[src/hw/rtl/bblt_pkg.sv]
// Shared types and constants of the byte budget eviction table
`default_nettype none
package bblt_pkg;

    localparam int DEF_ENTRIES  = 32;
    localparam int DEF_KEY_BITS = 32;

    localparam int CAP_W    = 20;
    localparam int SIZE_W   = 40;
    localparam int KEY_IN_W = 32;
    localparam int CNT_W    = 32;
    localparam int USED_W   = 41;

    localparam logic [CAP_W-1:0] CAP_RESET = 20'd1024;

    // 2^22 = 5 * 838860 + 4, so ceil(cap * 2^22 / 5) = cap * 838860 + ceil(4 * cap / 5)
    localparam logic [19:0] KEEP_MUL = 20'd838860;
    // floor(x / 5) = (x * ceil(2^24 / 5)) >> 24 for x below 2^22
    localparam logic [23:0] DIV5_MUL = 24'd3355444;
    localparam int          DIV5_SH  = 24;

    typedef enum logic [1:0] {
        CMD_INSERT = 2'd0,
        CMD_REMOVE = 2'd1,
        CMD_QUERY  = 2'd2,
        CMD_TICK   = 2'd3
    } t_cmd;

    typedef enum logic [1:0] {
        ST_SUCCESS    = 2'd0,
        ST_NOT_FOUND  = 2'd1,
        ST_DISK_FULL  = 2'd2,
        ST_TABLE_FULL = 2'd3
    } t_status;

    typedef struct packed {
        logic [1:0]          cmd;
        logic [KEY_IN_W-1:0] key;
        logic [SIZE_W-1:0]   object_size;
    } t_in_item;

    typedef struct packed {
        logic [1:0]          status;
        logic                present;
        logic                evicted_valid;
        logic [KEY_IN_W-1:0] evicted_key;
        logic [SIZE_W-1:0]   used_bytes;
        logic [CNT_W-1:0]    hit_total;
        logic [CNT_W-1:0]    miss_total;
        logic                last;
    } t_out_item;

    typedef struct packed {
        logic    load;
        logic    find;
        logic    cnt_hit;
        logic    cnt_miss;
        logic    drop_hit;
        logic    evict_step;
        logic    place;
        logic    tick_mul;
        logic    need_ins;
        logic    need_tick;
        logic    fin;
        t_status status;
    } t_dp_ctl;

    typedef struct packed {
        t_cmd cmd;
        logic hit;
        logic size_zero;
        logic over_budget;
        logic tick_over;
        logic freed_ok;
        logic any_valid;
        logic slot_free;
    } t_dp_sts;

endpackage
`default_nettype wire

[src/hw/rtl/bblt_ctrl.sv]
// Sequencer of the byte budget eviction table
`default_nettype none
module bblt_ctrl
    import bblt_pkg::*;
(
    input  wire logic    i_clk,
    input  wire logic    i_rst_n,
    input  wire logic    i_start,
    output logic         o_busy,
    input  t_dp_sts      i_sts,
    output t_dp_ctl      o_ctl
);

    typedef enum logic [6:0] {
        S_IDLE  = 7'b0000001,
        S_EXEC  = 7'b0000010,
        S_TMUL  = 7'b0000100,
        S_TCHK  = 7'b0001000,
        S_EVICT = 7'b0010000,
        S_PLACE = 7'b0100000,
        S_FIN   = 7'b1000000
    } t_state;

    t_state  r_state, n_state;
    t_status r_status, n_status;

    always_ff @(posedge i_clk) begin
        if (!i_rst_n) begin
            r_state  <= S_IDLE;
            r_status <= ST_SUCCESS;
        end else begin
            r_state  <= n_state;
            r_status <= n_status;
        end
    end

    always_comb begin
        n_state  = r_state;
        n_status = r_status;
        o_ctl    = '0;
        o_ctl.status = r_status;
        unique case (r_state)
            S_IDLE: begin
                if (i_start) begin
                    o_ctl.load = 1'b1;
                    n_state    = S_EXEC;
                end
            end
            S_EXEC: begin
                o_ctl.find = 1'b1;
                n_status   = ST_SUCCESS;
                n_state    = S_FIN;
                unique case (i_sts.cmd)
                    CMD_INSERT: begin
                        if (i_sts.hit) begin
                            o_ctl.cnt_hit = 1'b1;
                        end else begin
                            o_ctl.cnt_miss = 1'b1;
                            if (i_sts.size_zero) begin
                                n_status = ST_NOT_FOUND;
                            end else if (i_sts.over_budget) begin
                                o_ctl.need_ins = 1'b1;
                                n_state        = S_EVICT;
                            end else begin
                                n_state = S_PLACE;
                            end
                        end
                    end
                    CMD_REMOVE: begin
                        if (i_sts.hit) o_ctl.drop_hit = 1'b1;
                        else           n_status       = ST_NOT_FOUND;
                    end
                    CMD_QUERY: begin
                    end
                    CMD_TICK: begin
                        o_ctl.tick_mul = 1'b1;
                        n_state        = S_TMUL;
                    end
                    default: begin
                    end
                endcase
            end
            S_TMUL: begin
                n_state = S_TCHK;
            end
            S_TCHK: begin
                if (i_sts.tick_over) begin
                    o_ctl.need_tick = 1'b1;
                    n_state         = S_EVICT;
                end else begin
                    n_state = S_FIN;
                end
            end
            S_EVICT: begin
                priority if (i_sts.freed_ok) begin
                    n_state = (i_sts.cmd == CMD_INSERT) ? S_PLACE : S_FIN;
                end else if (!i_sts.any_valid) begin
                    n_status = (i_sts.cmd == CMD_INSERT) ? ST_DISK_FULL : ST_SUCCESS;
                    n_state  = S_FIN;
                end else begin
                    o_ctl.evict_step = 1'b1;
                end
            end
            S_PLACE: begin
                if (i_sts.slot_free) o_ctl.place = 1'b1;
                else                 n_status    = ST_TABLE_FULL;
                n_state = S_FIN;
            end
            S_FIN: begin
                o_ctl.fin = 1'b1;
                n_state   = S_IDLE;
            end
            default: begin
                n_state = S_IDLE;
            end
        endcase
    end

    assign o_busy = (r_state != S_IDLE);

endmodule
`default_nettype wire

[config.mk]
export PLATFORM = sky130hd
export DESIGN_NAME = bblt_ctrl
export DESIGN_NICKNAME = d
export VERILOG_FILES = /design/src/hw/rtl/bblt_pkg.sv /design/src/hw/rtl/bblt_ctrl.sv
export SDC_FILE = /design/constraint.sdc
export NUM_CORES = 1
export LEC_CHECK = 0
export BUFFER_PORTS_ARGS = -buffer_cell sky130_fd_sc_hd__buf_2
export CORE_AREA = 2 2 45 47
export DETAILED_ROUTE_END_ITERATION = 8
export DIE_AREA = 0 0 47 49
export PLACE_DENSITY = 0.67
export SLEW_MARGIN = 10
export SYNTH_ARGS = -nofsm -noshare
export SYNTH_HDL_FRONTEND = slang
export SYNTH_SLANG_ARGS = --single-unit
[constraint.sdc]
create_clock -name i_clk -period 2.2 [get_ports i_clk]
set_input_delay 0 -clock i_clk [delete_from_list [all_inputs] [get_ports i_clk]]
set_output_delay 0 -clock i_clk [all_outputs]
set_load 0.005 [all_outputs]
== Word-level counts from Yosys, hierarchy flattened ==
Index checks and enable logic that the tools add are counted.

* Register bits after elaboration: 9
* Input bits: 12
* Output and inout bits: 14
* Word-level logic and storage cells: 61

* Equality and inequality tests: 15
* Mux-type cells: 40
* Reductions and logical operators: 4

{| class="wikitable"
|+ Operators with widths
! cell !! number
|-
| two-way mux 7 bit || 7
|-
| one-hot mux 7 bit (6 select lines) || 1
|-
| two-way mux 1 bit || 21
|-
| one-hot mux 7 bit (2 select lines) || 1
|-
| two-way mux 2 bit || 6
|-
| inequality test 2 bit, second input constant || 4
|-
| equality test 7 x 1 -> 1 bit, second input constant || 1
|-
| equality test 7 x 2 -> 1 bit, second input constant || 1
|-
| equality test 7 x 3 -> 1 bit, second input constant || 1
|-
| equality test 7 x 4 -> 1 bit, second input constant || 1
|-
| equality test 7 x 5 -> 1 bit, second input constant || 1
|-
| equality test 7 x 6 -> 1 bit, second input constant || 1
|-
| equality test 7 bit, second input constant || 1
|-
| inequality test 7 x 1 -> 1 bit, second input constant || 1
|-
| two-way mux 6 bit || 1
|-
| one-hot mux 2 bit (3 select lines) || 1
|-
| two-way mux 4 bit || 1
|-
| one-hot mux 2 bit (2 select lines) || 1
|-
| AND reduction 4 bit || 1
|-
| inequality test 3 bit, second input constant || 1
|-
| nonzero test 3 bit || 1
|-
| equality test 2 x 1 -> 1 bit, second input constant || 1
|-
| equality test 2 bit, second input constant || 1
|-
| logical NOT 2 bit || 1
|-
| AND reduction 2 bit || 1
|}

== Logic depth before layout (Yosys ltp) ==
* Depth after elaboration: 5
* Mapped depth: 6
* Gate-level depth less buffers: 6

== Worst setup path after synthesis ==
Ideal clock, no wire load.

* Path type: register to register
* From: register r_state[3]
* To: register r_state[3]
* Library setup time: 0.116 ns
* Data arrival time: 1.567 ns
* Required time: 2.084 ns
* Slack: 0.517 ns
* Cell stages (with the launch flop): 6
* Buffers on the path: 1
* Period minus slack after synthesis: 1.683 ns
* Path through: dfxtp_1 buf_6 or4_4 nor4_4 nor2_2 and4_1

* Word-level cells in the longest chain between the ends: 3
* Elaborated cells on any way between the ends: 10
* Classes of those cells: eq/ne: 8; mux: 1; reduce/logical: 1

{| class="wikitable"
|+ RTL lines
! item !! RTL line !! text
|-
| start: declaration || bblt_ctrl.sv:24 || <nowiki>t_state r_state, n_state;</nowiki>
|-
| start signal: assignment || bblt_ctrl.sv:32 || <nowiki>r_state <= n_state;</nowiki>
|-
| equality test 7 x 5 -> 1 bit / equality test 7 x 1 -> 1 bit (equally long branches) || bblt_ctrl.sv:42 || <nowiki>unique case (r_state)</nowiki>
|-
| inequality test 3 bit (no line) / inequality test 2 bit (equally long branches) || -- ||
|-
| AND reduction 2 bit (no line) || -- ||
|}

Several ways; a longest one is shown, not always the timed one.
A chain may end at the register's enable or synchronous reset.

==> impl_metrics.py <==
metrics = {
    "outcome": {
        "status": "finished clean",
    },
    "cts": {
        "clockBufferDepth": 2,
        "post_cts_buffers": 0,
        "cts_max_level": 1,
        "insertion_delay_ns": 0.27,
        "clockRootBuffer": "clkbuf_4",
        "cts_tree": "built",
        "cts_sinks": 9,
        "numCtsBuffers": 3,
        "cts_resized": 0,
        "hold_buffers": 0,
        "clk_pin_slew_worst_paths_ns": 0.07,
    },
    "route": {
        "wl_per_cell_um": 13.02,
        "postRouteAntennaNets": 0,
        "viasPerCell": 5.380,
        "drt_drc_violations_left": 0,
        "drt-total-wl_mm": 1.953,
        "drt-initial-drc-count": 18,
        "drtPass1Iterations": 4,
        "num_vias": 807,
    },
    "worst_setup_path": {
        "path_max_fanout": 12,
        "critPathCaptureType": "output port",
        "r2r-end": "r_state[6]",
        "rr_worst_depth": 4,
        "cp_num_buf_inv": 2,
        "critPathLaunchType": "register",
        "cp_cell_sequence": "or4_4 -> nor3_2 -> buf_4 -> and3_1 -> buf_2",
        "ff2ff_setup_slack_ns": 0.41,
        "worstPathArrival_ns": 1.93,
        "criticalPathCategory": "register to output port",
        "r2r_start": "r_state[5]",
        "crit_family": "simple AND/OR/NAND/NOR gates",
        "crit_slowest_cell": "or4_4",
        "max_stage_delay_ns": 0.60,
        "critical_path_required_ns": 2.20,
    },
    "placement": {
        "dp_hpwl_mm": 1.503,
        "place_area_um2": 892.1,
        "io_buffers": 25,
        "pre_cts_ws_ns": 0.4429,
        "gp_congestion": 0.8256,
    },
    "hold_path": {
        "hold-path-endpoint": "r_state[1]",
        "min_path_type": "input port to register",
        "min_path_cells": 3,
        "min_from": "i_start",
    },
    "global_route": {
        "overflow": 0,
        "antenna_found_initial": 0,
        "grt_max_degree": 13,
        "grt.total_usage": 0.1986,
        "grt_pass1_wl_mm": 3.318,
        "grt_pass1_vias": 757,
    },
    "synthesis": {
        "ys_warn_count": 0,
        "synthMostInstantiatedCell": "dfxtp_1",
        "synth_seq_cells": 9,
        "ys_top_cells_by_count": "dfxtp_1, inv_1, o21ai_0",
        "synth_edf_count": 0,
        "syn_area_um2": 768.2,
        "netlist.area_leader.share": 0.2345,
        "synth_fp_nets": 114,
        "netlist_instances": 99,
        "yosys.area.top_type": "dfxtp_1",
        "syn_avg_cell_area_um2": 7.760,
        "async_reset_ff_frac": 0,
        "ys_seq_area_frac": 0.2345,
        "synthTopCellsByArea": "dfxtp_1, ha_1, o21ai_0",
        "synthFlopType": "dfxtp_1",
        "yosysUniqueCellTypes": 35,
    },
    "finish": {
        "seqCellArea_um2": 180.2,
        "multi_input_area_um2": 508.0,
        "fin_nets": 139,
        "final_cell_area_um2": 918.4,
        "diodes": 0,
        "drive_above_1_share": 0.3008,
        "post-route-util": 0.4986,
        "area_growth_pct": 19.54,
        "filler_cell_count": 197,
    },
    "sta": {
        "rsz0062_at_grt": "no",
        "maxSlewHeadroom": 0.6986,
        "hold_viol_final": 0,
        "setup_viol": 0,
        "tns_ns": 0,
        "fin_crit_sh": 0.8787,
        "tightest_slew_ns": 0.4511,
        "slew_violations": 0,
        "fin_skew_ns": 0.004680,
        "finalCriticalPeriod_ns": 1.933,
        "fmax_ghz": 0.5173,
        "timing.final.ws_setup_ns": 0.2669,
    },
    "floorplanning": {
        "die_w_um": 47,
        "core_um2": 1842,
        "io_pins": 26,
        "start_util": 0.4171,
        "std_cell_rows": 16,
        "die_h_um": 49,
        "die_area_um2": 2303,
    },
    "power_and_ir_drop": {
        "leakage_nw": 0.4109,
        "p_per_area_nw_per_um2": 444.3,
        "ir_worst_vdd_uv": 212.4,
        "total_power_mw": 0.4080,
    },
    "job": {
        "maxCapViolations": 0,
    },
}
-- cell type report --
cell class                      count  area share
Clock buffer                        4     0.02861
Timing Repair Buffer               27      0.1526
Inverter                            8     0.03270
Sequential cell                     9      0.1962
Tap cell                           27     0.03678
Multi-Input combinational cell     75      0.5531
-- layer usage --
| metal | wire length (um) | vias to the layer above | GRT usage |
|---|---|---|---|
| li1 | - | 408 | - |
| met1 | 850 | 371 | 0.2431 |
| met2 | 974 | 22 | 0.3082 |
| met3 | 82 | 6 | 0.05926 |
| met4 | 44 | 0 | 0.09259 |
| met5 | 0 | - | 0 |
-- kinds of logic (layout without fill, tap and decap cells) --
logic type | count (synthesis) | count (layout) | share of synthesized area
and+or+nand+nor | 49 | 49 | 0.4137
adders and majority gates | 3 | 3 | 0.04887
DFF | 9 | 9 | 0.2345
AOI/OAI and AO/OA | 21 | 21 | 0.1759
xor gates and xnor gates | 2 | 2 | 0.02281
buffers and inverters | 15 | 39 | 0.1042
-- how the worst max path moves through the flow --
| stage | from | to | slack, ns | cells after the start |
|---|---|---|---|---|
| floorplan | r_state[3] | r_state[3] | 0.52 | 5 |
| global placement | r_state[4] | r_state[6] | 0.43 | 4 |
| detailed placement | r_state[5] | r_state[6] | 0.44 | 4 |
| CTS | r_state[5] | o_ctl[10] | 0.26 | 5 |
| global route | r_state[5] | o_ctl[9] | 0.17 | 6 |
| finish | r_state[5] | o_ctl[10] | 0.27 | 5 |
-- registers in the layout, summed over array words and instances (netlist names) --
signal	flops
r_state	7
r_status	2
-- cell usage in the layout, fill, tap and decap left out, drive strengths merged --
cell / count
o22ai: 1
o21a: 1
nor2: 7
and2b: 1
buf: 27
and3: 3
or4b: 1
nand2: 6
nand3: 2
or4: 2
nand2b: 5
a21oi: 5
and4: 2
clkbuf: 4
xor2: 2
or3b: 2
or3: 1
and2: 2
a41o: 1
a211oi: 3
nor3: 6
nor4: 5
inv: 8
o32ai: 1
o2111ai: 1
nor3b: 3
dfxtp: 9
o21ai: 7
a2111o: 1
nand4b: 1
ha: 3
-- stage by stage --
| step | hold slack [ns] | std cells |
|---|---|---|
| 6_report | 0.003680 | 150 |
| 5_1_grt | 0.02285 | 150 |
| 4_1_cts | 0.006649 | 150 |
| 3_5_place_dp | 0.2909 | 146 |
| 2_1_floorplan | 0.03110 | 99 |
| 3_3_place_gp | 0.2833 | 146 |
-- tightest hold or removal path, cell delays in order --
cell	delay [ns]
buf_2	0.09
inv_1	0.08
nor3_1	0.06
-- report_power, final --
group	leakage, nW	total, mW	internal (mW)	switching (mW)
clock network	0.0150	0.134	0.0702	0.0638
logic	0.323	0.0937	0.0442	0.0495
registers	0.0730	0.180	0.168	0.0123
(Power assumes the default switching activity.)
